### src/hw/rtl/lpd_pkg.sv
// ----------------------------------------------------------------------------
// Lidar packet decoder package
// Shared constants, control types and the microcode program.
// ----------------------------------------------------------------------------
package lpd_pkg;

    localparam int PACKET_BYTES = 22;

    localparam logic [7:0] START_BYTE  = 8'hFA;
    localparam logic [7:0] INDEX_FIRST = 8'hA0;
    localparam logic [7:0] INDEX_LAST  = 8'hF9;

    localparam int POS_INDEX = 1;
    localparam int POS_SPEED = 2;

    // folded checksum accumulator: ten 16-bit words, each shifted once more
    localparam int ACC_W = 26;

    localparam int ANGLE_W  = 9;
    localparam int DIST_W   = 14;
    localparam int STR_W    = 16;
    localparam int SPEED_W  = 16;
    localparam int TDATA_W  = 56;
    localparam int TUSER_W  = 2;

    // microcode
    localparam int UC_ADDR_W = 5;
    localparam int STEP_W    = 5;

    typedef enum logic [2:0] {
        LD_NONE,
        LD_LO,
        LD_HI,
        LD_STL,
        LD_STH
    } lpd_ld_t;

    typedef enum logic [1:0] {
        JC_NONE,
        JC_NOTOK,
        JC_ALWAYS
    } lpd_jc_t;

    typedef struct packed {
        logic                 rd;
        logic [UC_ADDR_W-1:0] addr;
        lpd_ld_t              ld;
        logic                 emit;
        logic                 last;
        lpd_jc_t              jc;
        logic [STEP_W-1:0]    tgt;
        logic                 fin;
    } lpd_uword_t;

    // intake -> sequencer hand-over
    typedef struct packed {
        logic               start;
        logic               ok;
        logic [ANGLE_W-1:0] base;
        logic [SPEED_W-1:0] speed;
    } lpd_pkt_t;

    function automatic lpd_uword_t lpd_mk(
        input logic                 rd,
        input logic [UC_ADDR_W-1:0] addr,
        input lpd_ld_t              ld,
        input logic                 emit,
        input logic                 last
    );
        lpd_uword_t w;
        w.rd   = rd;
        w.addr = addr;
        w.ld   = ld;
        w.emit = emit;
        w.last = last;
        w.jc   = JC_NONE;
        w.tgt  = '0;
        w.fin  = 1'b0;
        return w;
    endfunction

    // Program: a checksum gate, then for each reading four reads, a final
    // load and an emit. Reads are registered, so each load trails its read.
    function automatic lpd_uword_t lpd_ucode(input logic [STEP_W-1:0] step);
        lpd_uword_t w;
        w = lpd_mk(1'b0, 5'd0, LD_NONE, 1'b0, 1'b0);
        case (step)
            5'd0:
            begin
                w.jc  = JC_NOTOK;
                w.tgt = 5'd25;
            end
            5'd1:  w = lpd_mk(1'b1, 5'd4,  LD_NONE, 1'b0, 1'b0);
            5'd2:  w = lpd_mk(1'b1, 5'd5,  LD_LO,   1'b0, 1'b0);
            5'd3:  w = lpd_mk(1'b1, 5'd6,  LD_HI,   1'b0, 1'b0);
            5'd4:  w = lpd_mk(1'b1, 5'd7,  LD_STL,  1'b0, 1'b0);
            5'd5:  w = lpd_mk(1'b0, 5'd0,  LD_STH,  1'b0, 1'b0);
            5'd6:  w = lpd_mk(1'b0, 5'd0,  LD_NONE, 1'b1, 1'b0);
            5'd7:  w = lpd_mk(1'b1, 5'd8,  LD_NONE, 1'b0, 1'b0);
            5'd8:  w = lpd_mk(1'b1, 5'd9,  LD_LO,   1'b0, 1'b0);
            5'd9:  w = lpd_mk(1'b1, 5'd10, LD_HI,   1'b0, 1'b0);
            5'd10: w = lpd_mk(1'b1, 5'd11, LD_STL,  1'b0, 1'b0);
            5'd11: w = lpd_mk(1'b0, 5'd0,  LD_STH,  1'b0, 1'b0);
            5'd12: w = lpd_mk(1'b0, 5'd0,  LD_NONE, 1'b1, 1'b0);
            5'd13: w = lpd_mk(1'b1, 5'd12, LD_NONE, 1'b0, 1'b0);
            5'd14: w = lpd_mk(1'b1, 5'd13, LD_LO,   1'b0, 1'b0);
            5'd15: w = lpd_mk(1'b1, 5'd14, LD_HI,   1'b0, 1'b0);
            5'd16: w = lpd_mk(1'b1, 5'd15, LD_STL,  1'b0, 1'b0);
            5'd17: w = lpd_mk(1'b0, 5'd0,  LD_STH,  1'b0, 1'b0);
            5'd18: w = lpd_mk(1'b0, 5'd0,  LD_NONE, 1'b1, 1'b0);
            5'd19: w = lpd_mk(1'b1, 5'd16, LD_NONE, 1'b0, 1'b0);
            5'd20: w = lpd_mk(1'b1, 5'd17, LD_LO,   1'b0, 1'b0);
            5'd21: w = lpd_mk(1'b1, 5'd18, LD_HI,   1'b0, 1'b0);
            5'd22: w = lpd_mk(1'b1, 5'd19, LD_STL,  1'b0, 1'b0);
            5'd23: w = lpd_mk(1'b0, 5'd0,  LD_STH,  1'b0, 1'b0);
            5'd24: w = lpd_mk(1'b0, 5'd0,  LD_NONE, 1'b1, 1'b1);
            default:
            begin
                w.jc  = JC_ALWAYS;
                w.tgt = 5'd0;
                w.fin = 1'b1;
            end
        endcase
        return w;
    endfunction

endpackage

### src/hw/rtl/lpd_ram.sv
// ----------------------------------------------------------------------------
// Generic RAM
// One write port, one read port, registered read data.
// ----------------------------------------------------------------------------
module lpd_ram #(
    parameter int WIDTH = 8,
    parameter int DEPTH = 22
) (
    input  logic                     clk,
    input  logic                     we,
    input  logic [$clog2(DEPTH)-1:0] waddr,
    input  logic [WIDTH-1:0]         wdata,
    input  logic                     re,
    input  logic [$clog2(DEPTH)-1:0] raddr,
    output logic [WIDTH-1:0]         rdata
);

    logic [WIDTH-1:0] mem [DEPTH];
    logic [WIDTH-1:0] rdata_reg;

    always_ff @(posedge clk)
    begin
        if (we)
        begin
            mem[waddr] <= wdata;
        end
        if (re)
        begin
            rdata_reg <= mem[raddr];
        end
    end

    assign rdata = rdata_reg;

endmodule

### src/hw/rtl/lpd_intake.sv
// ----------------------------------------------------------------------------
// Lidar packet intake
// Start-byte hunt, byte count, running checksum and header capture.
// ----------------------------------------------------------------------------
module lpd_intake #(
    parameter int PACKET_BYTES = lpd_pkg::PACKET_BYTES
) (
    input  logic                              clk,
    input  logic                              rst_n,
    input  logic                              accept,
    input  logic [7:0]                        rx_byte,
    output logic                              we,
    output logic [$clog2(PACKET_BYTES)-1:0]   waddr,
    output lpd_pkg::lpd_pkt_t                 pkt
);
    import lpd_pkg::*;

    localparam int CNT_W     = $clog2(PACKET_BYTES + 1);
    localparam int ADDR_W    = $clog2(PACKET_BYTES);
    localparam int POS_CHECK = PACKET_BYTES - 2;

    logic               hunting_reg, hunting_next;
    logic [CNT_W-1:0]   count_reg, count_next;
    logic [ACC_W-1:0]   acc_reg, acc_next;
    logic [7:0]         wlo_reg, wlo_next;
    logic [7:0]         chk_lo_reg, chk_lo_next;
    logic [ANGLE_W-1:0] base_reg, base_next;
    logic               idx_ok_reg, idx_ok_next;
    logic [SPEED_W-1:0] speed_reg, speed_next;

    logic [CNT_W-1:0]   count_inc;
    logic [7:0]         idx_off;
    logic [15:0]        fold;
    logic               ok;

    always_ff @(posedge clk or negedge rst_n)
    begin
        if (!rst_n)
        begin
            hunting_reg <= 1'b1;
            count_reg   <= '0;
        end
        else
        begin
            hunting_reg <= hunting_next;
            count_reg   <= count_next;
        end
    end

    always_ff @(posedge clk)
    begin
        acc_reg    <= acc_next;
        wlo_reg    <= wlo_next;
        chk_lo_reg <= chk_lo_next;
        base_reg   <= base_next;
        idx_ok_reg <= idx_ok_next;
        speed_reg  <= speed_next;
    end

    // end-around fold of the accumulator to 15 bits
    assign fold = 16'({1'b0, acc_reg[14:0]}) + 16'(acc_reg[ACC_W-1:15]);
    assign ok   = ({1'b0, fold[14:0]} == {rx_byte, chk_lo_reg}) && idx_ok_reg;

    always_comb
    begin
        hunting_next = hunting_reg;
        count_next   = count_reg;
        acc_next     = acc_reg;
        wlo_next     = wlo_reg;
        chk_lo_next  = chk_lo_reg;
        base_next    = base_reg;
        idx_ok_next  = idx_ok_reg;
        speed_next   = speed_reg;
        count_inc    = count_reg + 1'b1;
        idx_off      = rx_byte - INDEX_FIRST;
        we           = 1'b0;
        waddr        = count_reg[ADDR_W-1:0];
        pkt.start    = 1'b0;
        pkt.ok       = ok;
        pkt.base     = base_reg;
        pkt.speed    = speed_reg;

        if (accept)
        begin
            if (hunting_reg)
            begin
                if (rx_byte == START_BYTE)
                begin
                    we           = 1'b1;
                    waddr        = '0;
                    hunting_next = 1'b0;
                    count_next   = CNT_W'(1);
                    acc_next     = '0;
                    wlo_next     = rx_byte;
                end
            end
            else
            begin
                we         = (count_reg < CNT_W'(PACKET_BYTES));
                count_next = count_inc;
                if (count_reg == CNT_W'(POS_INDEX))
                begin
                    base_next   = {idx_off[ANGLE_W-3:0], 2'b00};
                    idx_ok_next = (rx_byte >= INDEX_FIRST) && (rx_byte <= INDEX_LAST);
                end
                if (count_reg == CNT_W'(POS_SPEED))
                begin
                    speed_next[7:0] = rx_byte;
                end
                if (count_reg == CNT_W'(POS_SPEED + 1))
                begin
                    speed_next[15:8] = rx_byte;
                end
                if (count_reg < CNT_W'(POS_CHECK))
                begin
                    if (!count_reg[0])
                    begin
                        wlo_next = rx_byte;
                    end
                    else
                    begin
                        acc_next = (acc_reg << 1) + ACC_W'({rx_byte, wlo_reg});
                    end
                end
                if (count_reg == CNT_W'(POS_CHECK))
                begin
                    chk_lo_next = rx_byte;
                end
                if (count_inc >= CNT_W'(PACKET_BYTES))
                begin
                    count_next   = '0;
                    hunting_next = 1'b1;
                    pkt.start    = 1'b1;
                end
            end
        end
    end

endmodule

### src/hw/rtl/lpd_sequencer.sv
// ----------------------------------------------------------------------------
// Lidar packet readout sequencer
// Microcoded readout of the four readings into the output register.
// ----------------------------------------------------------------------------
module lpd_sequencer #(
    parameter int PACKET_BYTES = lpd_pkg::PACKET_BYTES
) (
    input  logic                            clk,
    input  logic                            rst_n,
    input  lpd_pkg::lpd_pkt_t               pkt,
    output logic                            busy,
    output logic                            rd_en,
    output logic [$clog2(PACKET_BYTES)-1:0] rd_addr,
    input  logic [7:0]                      rd_data,
    output logic                            m_tvalid,
    input  logic                            m_tready,
    output logic [lpd_pkg::TDATA_W-1:0]     m_tdata,
    output logic [lpd_pkg::TUSER_W-1:0]     m_tuser,
    output logic                            m_tlast
);
    import lpd_pkg::*;

    localparam int ADDR_W = $clog2(PACKET_BYTES);

    logic              busy_reg, busy_next;
    logic [STEP_W-1:0] step_reg, step_next;
    logic              ok_reg, ok_next;
    logic [1:0]        k_reg, k_next;
    logic [7:0]        lo_reg, hi_reg, stl_reg, sth_reg;
    logic              valid_reg, valid_next;
    logic [TDATA_W-1:0] data_reg, data_next;
    logic [TUSER_W-1:0] user_reg, user_next;
    logic              last_reg, last_next;

    lpd_uword_t         uw;
    logic               slot_free;
    logic               load;
    logic               jump;
    logic               bad;
    logic [ANGLE_W-1:0] angle;
    logic [DIST_W-1:0]  distance;
    logic [STR_W-1:0]   strength;

    always_ff @(posedge clk or negedge rst_n)
    begin
        if (!rst_n)
        begin
            busy_reg  <= 1'b0;
            step_reg  <= '0;
            valid_reg <= 1'b0;
        end
        else
        begin
            busy_reg  <= busy_next;
            step_reg  <= step_next;
            valid_reg <= valid_next;
        end
    end

    always_ff @(posedge clk)
    begin
        ok_reg   <= ok_next;
        k_reg    <= k_next;
        data_reg <= data_next;
        user_reg <= user_next;
        last_reg <= last_next;
        if (busy_reg)
        begin
            case (uw.ld)
                LD_LO:   lo_reg  <= rd_data;
                LD_HI:   hi_reg  <= rd_data;
                LD_STL:  stl_reg <= rd_data;
                LD_STH:  sth_reg <= rd_data;
                default: ;
            endcase
        end
    end

    assign uw        = lpd_ucode(step_reg);
    assign slot_free = !valid_reg || m_tready;

    // reading datapath
    assign bad      = hi_reg[7] | hi_reg[6];
    assign angle    = pkt.base + ANGLE_W'(k_reg);
    assign distance = bad ? '0 : {hi_reg[5:0], lo_reg};
    assign strength = bad ? '0 : {sth_reg, stl_reg};

    always_comb
    begin
        busy_next  = busy_reg;
        step_next  = step_reg;
        ok_next    = ok_reg;
        k_next     = k_reg;
        valid_next = valid_reg;
        data_next  = data_reg;
        user_next  = user_reg;
        last_next  = last_reg;
        rd_en      = 1'b0;
        load       = 1'b0;
        jump       = 1'b0;

        if (valid_reg && m_tready)
        begin
            valid_next = 1'b0;
        end

        if (busy_reg)
        begin
            rd_en = uw.rd;
            jump  = (uw.jc == JC_ALWAYS) || ((uw.jc == JC_NOTOK) && !ok_reg);
            if (uw.emit)
            begin
                load = slot_free;
            end
            if (jump)
            begin
                step_next = uw.tgt;
            end
            else if (!uw.emit || slot_free)
            begin
                step_next = step_reg + 1'b1;
            end
            if (uw.fin)
            begin
                busy_next = 1'b0;
            end
        end

        if (load)
        begin
            valid_next = 1'b1;
            data_next  = TDATA_W'({pkt.speed, strength, distance, angle});
            user_next  = {hi_reg[6], hi_reg[7]};
            last_next  = uw.last;
            k_next     = k_reg + 1'b1;
        end

        if (pkt.start)
        begin
            busy_next = 1'b1;
            step_next = '0;
            ok_next   = pkt.ok;
            k_next    = '0;
        end
    end

    assign busy     = busy_reg;
    assign rd_addr  = uw.addr[ADDR_W-1:0];
    assign m_tvalid = valid_reg;
    assign m_tdata  = data_reg;
    assign m_tuser  = user_reg;
    assign m_tlast  = last_reg;

endmodule

### src/hw/rtl/lidar_packet_decoder.sv
// ----------------------------------------------------------------------------
// Lidar packet decoder
// Decodes the 22-byte serial packets of a rotating distance sensor into
// four readings per valid packet.
// ----------------------------------------------------------------------------
//  channel | dir | handshake          | payload
//  --------+-----+--------------------+-------------------------------------
//  s_      | in  | s_tvalid/s_tready  | tdata[7:0] rx_byte
//  m_      | out | m_tvalid/m_tready  | tdata: angle, distance_mm, strength,
//          |     |                    | speed_q6; tuser: flags; tlast
//
//  Cycles: one byte transaction per cycle while a packet is being gathered.
//  After the final byte the readout microprogram runs: four readings at six
//  steps each, plus gate and end steps, for a valid packet; only the gate
//  and end steps for a rejected one; s_tready is low while it runs.
//  Output back-pressure holds the program on its emit steps only.
//  Reset (rst_n, asynchronous, active low) starts the decoder hunting for
//  the start byte with the output empty.
// ----------------------------------------------------------------------------
module lidar_packet_decoder #(
    parameter int PACKET_BYTES = lpd_pkg::PACKET_BYTES
) (
    input  logic                        clk,
    input  logic                        rst_n,
    input  logic                        s_tvalid,
    output logic                        s_tready,
    input  logic [7:0]                  s_tdata,   // [7:0] rx_byte
    output logic                        m_tvalid,
    input  logic                        m_tready,
    // [8:0] angle, [22:9] distance_mm, [38:23] strength, [54:39] speed_q6,
    // [55] zero fill
    output logic [lpd_pkg::TDATA_W-1:0] m_tdata,
    output logic [lpd_pkg::TUSER_W-1:0] m_tuser,   // [0] invalid_flag, [1] weak_flag
    output logic                        m_tlast    // last_reading
);
    import lpd_pkg::*;

    localparam int ADDR_W = $clog2(PACKET_BYTES);

    logic              accept;
    logic              busy;
    logic              we;
    logic [ADDR_W-1:0] waddr;
    logic              rd_en;
    logic [ADDR_W-1:0] rd_addr;
    logic [7:0]        rd_data;
    lpd_pkt_t          pkt;

    // intake stalls only while the readout program owns the packet store
    assign s_tready = !busy;
    assign accept   = s_tvalid && s_tready;

    lpd_intake #(
        .PACKET_BYTES (PACKET_BYTES)
    ) u_intake (
        .clk     (clk),
        .rst_n   (rst_n),
        .accept  (accept),
        .rx_byte (s_tdata),
        .we      (we),
        .waddr   (waddr),
        .pkt     (pkt)
    );

    // packet store: bytes land at their packet position
    lpd_ram #(
        .WIDTH (8),
        .DEPTH (PACKET_BYTES)
    ) u_store (
        .clk   (clk),
        .we    (we),
        .waddr (waddr),
        .wdata (s_tdata),
        .re    (rd_en),
        .raddr (rd_addr),
        .rdata (rd_data)
    );

    lpd_sequencer #(
        .PACKET_BYTES (PACKET_BYTES)
    ) u_seq (
        .clk      (clk),
        .rst_n    (rst_n),
        .pkt      (pkt),
        .busy     (busy),
        .rd_en    (rd_en),
        .rd_addr  (rd_addr),
        .rd_data  (rd_data),
        .m_tvalid (m_tvalid),
        .m_tready (m_tready),
        .m_tdata  (m_tdata),
        .m_tuser  (m_tuser),
        .m_tlast  (m_tlast)
    );

endmodule

### config.mk
export PLATFORM = sky130hd
export DESIGN_NAME = lidar_packet_decoder
export DESIGN_NICKNAME = d
export VERILOG_FILES = /design/src/hw/rtl/lpd_pkg.sv /design/src/hw/rtl/lpd_ram.sv /design/src/hw/rtl/lpd_intake.sv /design/src/hw/rtl/lpd_sequencer.sv /design/src/hw/rtl/lidar_packet_decoder.sv
export SDC_FILE = /design/constraint.sdc
export NUM_CORES = 1
export LEC_CHECK = 0
export ABC_AREA = 0
export BUFFER_PORTS_ARGS = -buffer_cell sky130_fd_sc_hd__buf_4
export CORE_ASPECT_RATIO = 1.4
export CORE_MARGIN = 3
export CORE_UTILIZATION = 36
export CTS_CLUSTER_DIAMETER = 80
export DETAILED_ROUTE_END_ITERATION = 8
export PLACE_DENSITY = 0.61
export SLEW_MARGIN = 0
export SYNTH_ARGS = -nofsm -noshare
export SYNTH_HDL_FRONTEND = slang
export SYNTH_SLANG_ARGS = --single-unit
### constraint.sdc
create_clock -name clk -period 11.6 [get_ports clk]
set_clock_uncertainty 0.1 [all_clocks]
set_input_delay 1.74 -clock clk [delete_from_list [all_inputs] [get_ports clk]]
set_output_delay 1.74 -clock clk [all_outputs]
set_load 0.02 [all_outputs]
==> results.toml <==
[pwr]
vdd.ir_drop.worst_mv = 0.0836
net_switching_power_mw = 0.582
power.share.clock_pct = 40.5
power.combinational.fraction_pct = 4.9
total_leakage_power_nw = 5.97
sequentialPowerShare_pct = 54.6
power_per_cell_area_mw_per_mm2 = 151
p_sw_share_pct = 22.1
power_report.internal_total_mw = 2.05

[sta]
min_period_over_period_pct = 33.5
endpoints_failing_setup = 0
post_route_hold_slack_ps = 319
rsz0062_at_grt = "false"
fin_crit_period_ps = 3890
timing_hold_violations_final = 0
fmaxAchievable_ghz = 0.257
maxSlewViolCount = 0
max_slew_headroom_at_the_worst_pin_pct = 21.9
setup_total_negative_slack_ps = 0
measured_slew_at_the_worst_slew_check_pin_ps = 1160

[setup_path]
endpoint_kind = "flop"
crit_fanout = 31
cell_occurring_most_often_along_the_worst_timing_path = "sky130_fd_sc_hd__a21oi_1"
worst_r2r_startpoint = "u_seq.step_reg[0]"
required_ps = 11790
cp_slowest_cell = "sky130_fd_sc_hd__ha_1"
cp.buffers_inverters = 1
cp-start-kind = "primary input"
max_stage_delay_ps = 360
critical-path-top-delay-family = "compound AO/OA/AOI/OAI gates"
worst-r2r-cell-count = 7
r2r_setup_slack_ps = 7870
crit_chain = "buf_4 > ha_1 > a21oi_1 > nor2b_1 > or3_1 > a21oi_1 > o21ai_1 > nand4_1 > mux2_2"
worst_r2r_endpoint = "u_store.rdata[6]"
worst-endpoint-arrival_ps = 4080
timing_worst_setup_path_type = "in2reg"

[synth]
gate_count_post_synth = 1078
synth_edf_count = 341
synth_cell_type_count = 73
syn-cell-area_mm2 = 0.0153
async_set_reset_flop_share_out_of_synthesis_pct = 3.65
synth_sequential_area_ratio_pct = 69.4
net_count_after_synthesis = 1127
synth_area_per_cell_um2 = 14.2
postSynth.topFlopCell = "sky130_fd_sc_hd__edfxtp_1"
synth-warning-count = 0
yosys_register_bits = 356

[min_path]
hold-path-endpoint = "u_seq.m_tdata[45]"
holdPathStages = 0
kind_of_path_behind_the_tightest_hold_check = "reg2reg"
holdCritStartpoint = "u_intake.speed_reg[6]"

[cts]
cts_hold_repair.buffers = 0
clock-sinks = 356
postCtsSetupRepairBufs = 0
tritoncts.num_buffers = 34
cts_max_level = 2
tritoncts_clock_tree = "built"
clockRootBuffer = "sky130_fd_sc_hd__clkbuf_16"
cts.repair.resized = 0
clock_insertion_delay_worst_skew_ps = 540
maximum_number_of_buffers_from_clock_root_to_sink = 3
worst_setup_hold_path_clk_slew_ps = 70

[layout]
num_antenna_cells = 0
fin_nets = 1198
layout_commonest_cell = "sky130_fd_sc_hd__edfxtp_1"
largest_reg_flops = 176
most_frequent_cells_in_the_layout = "sky130_fd_sc_hd__edfxtp_1 (341), sky130_fd_sc_hd__nand2_1 (111), sky130_fd_sc_hd__buf_4 (81), sky130_fd_sc_hd__nor2_1 (72), sky130_fd_sc_hd__a21oi_1 (43)"
drive_gt1_share_pct = 14.1
layout-area-overhead-vs-synth_pct = 13.9

[global_route]
initial_antenna_violation_count = 0
grt_first_pass_wirelength_um = 51200
via_count_of_the_first_global_routing_pass = 8948
grt_start_max_net_pins = 50
grt.overflow.total = 0
grt_use_total_pct = 14.5

[floorplanning]
num_io_pins = 73
rows = 88
fp.dieH_um = 250
fp.coreArea_mm2 = 0.0416
die_width_um = 180
die-area_mm2 = 0.0450
start_util_pct = 36.7

[place]
gp_routability_congestion = 0.818
io_buffers = 71
detailedPlacementHpwl_um = 21600

[detailed_routing]
final_antenna_net_count = 0
vias_per_instance = 5.15
drt_first_pass_iters = 5
drt-wirelength-per-cell_um = 19.4
routed_wl_um = 33300
drcViolationCount = 0
drt_iter0_markers = 683
dr_total_vias = 8821

[outcome]
run_status = "finished, final reports clean"

[run]
max_cap_viols = 0
==> per-layer routing <==
metal,part of all wire [%],up-vias,global-route usage (%)
li1,-,4210,-
met1,39,4410,16.4
met2,55,147,27.6
met3,2.9,54,1.71
met4,3.2,0,5.86
met5,0,-,0
==> cell type report <==
| class | count | area, µm² |
|---|---|---|
| tap | 540 | 676 |
| timing repair buffer | 81 | 608 |
| clock buffer | 40 | 873 |
| fill | 3795 | 24200 |
| sequential | 356 | 10600 |
| clock inverter | 21 | 180 |
| inverter | 25 | 93.8 |
| multi-input combinational | 651 | 4370 |
==> cells in the mapped netlist (all sizes together), types with 6 or more instances <==
cell / count / area [µm²]
a211oi: 8 / 60.1
a21o: 11 / 82.6
a21oi: 43 / 215
a22oi: 10 / 75.1
a31o: 6 / 52.6
a31oi: 12 / 75.1
and2: 41 / 257
and3: 7 / 43.8
buf: 17 / 129
clkbuf: 29 / 110
dfrtp: 12 / 300
edfxtp: 341 / 10200
ha: 35 / 438
inv: 25 / 93.8
mux2: 8 / 93.8
mux2i: 21 / 210
mux4: 12 / 270
nand2: 111 / 417
nand3: 39 / 195
nand4: 11 / 68.8
nor2: 75 / 282
nor2b: 15 / 93.8
nor3: 16 / 80.1
nor4: 11 / 68.8
o21ai: 32 / 160
o21bai: 7 / 52.6
o31ai: 8 / 60.1
xnor2: 27 / 236
xor2: 18 / 158
==> worst max-delay path by stage <==
stage | slack (ps) | start | end | cells past startpoint
after floorplan | 6590 | m_tready | u_seq.k_reg[1] | 5
after global placement | 7190 | s_tdata[2] | u_intake.acc_reg[24] | 9
after detailed placement | 7150 | s_tdata[2] | u_intake.acc_reg[24] | 9
after CTS | 7730 | s_tdata[2] | u_intake.acc_reg[24] | 9
after global routing | 7570 | s_tdata[7] | u_store.mem[20][5] | 6
final | 7710 | s_tdata[2] | u_intake.acc_reg[24] | 9
==> power by group through the flow <==
stage	sequential [mW]	clock, mW	combinational (mW)
2_1_floorplan	1.45	0	0.0906
3_3_place_gp	1.47	0	0.130
3_5_place_dp	1.47	0	0.131
4_1_cts	1.44	1.09	0.131
5_1_grt	1.44	1.15	0.145
6_report	1.44	1.07	0.129
==> through the flow <==
stage          cell area, µm²  worst slack [ps]  cells  power, mW  util (%)
6_report                17400              7710   1714       2.64      41.8
3_5_place_dp            16400              7150   1653       1.60      39.3
5_1_grt                 17400              7570   1714       2.73      41.8
3_3_place_gp            16400              7190   1653       1.60      39.3
4_1_cts                 17400              7730   1714       2.66      41.8
2_1_floorplan           15300              6590   1078       1.55         -
==> cell families (layout without fill, tap and decap cells) <==
family | after synthesis | in the layout | share of synthesized area, %
AO/OA/AOI/OAI | 181 | 181 | 8.12
XOR/XNOR | 45 | 45 | 2.58
adder cells (fa/ha/maj) | 37 | 37 | 3.13
buffers and inverters | 71 | 167 | 2.18
flip-flops | 356 | 356 | 69.4
multiplexers | 41 | 41 | 3.76
other | 1 | 1 | 0.0245
AND/OR/NAND/NOR | 346 | 346 | 10.8
No activity file was read; power rests on OpenSTA's default activity.
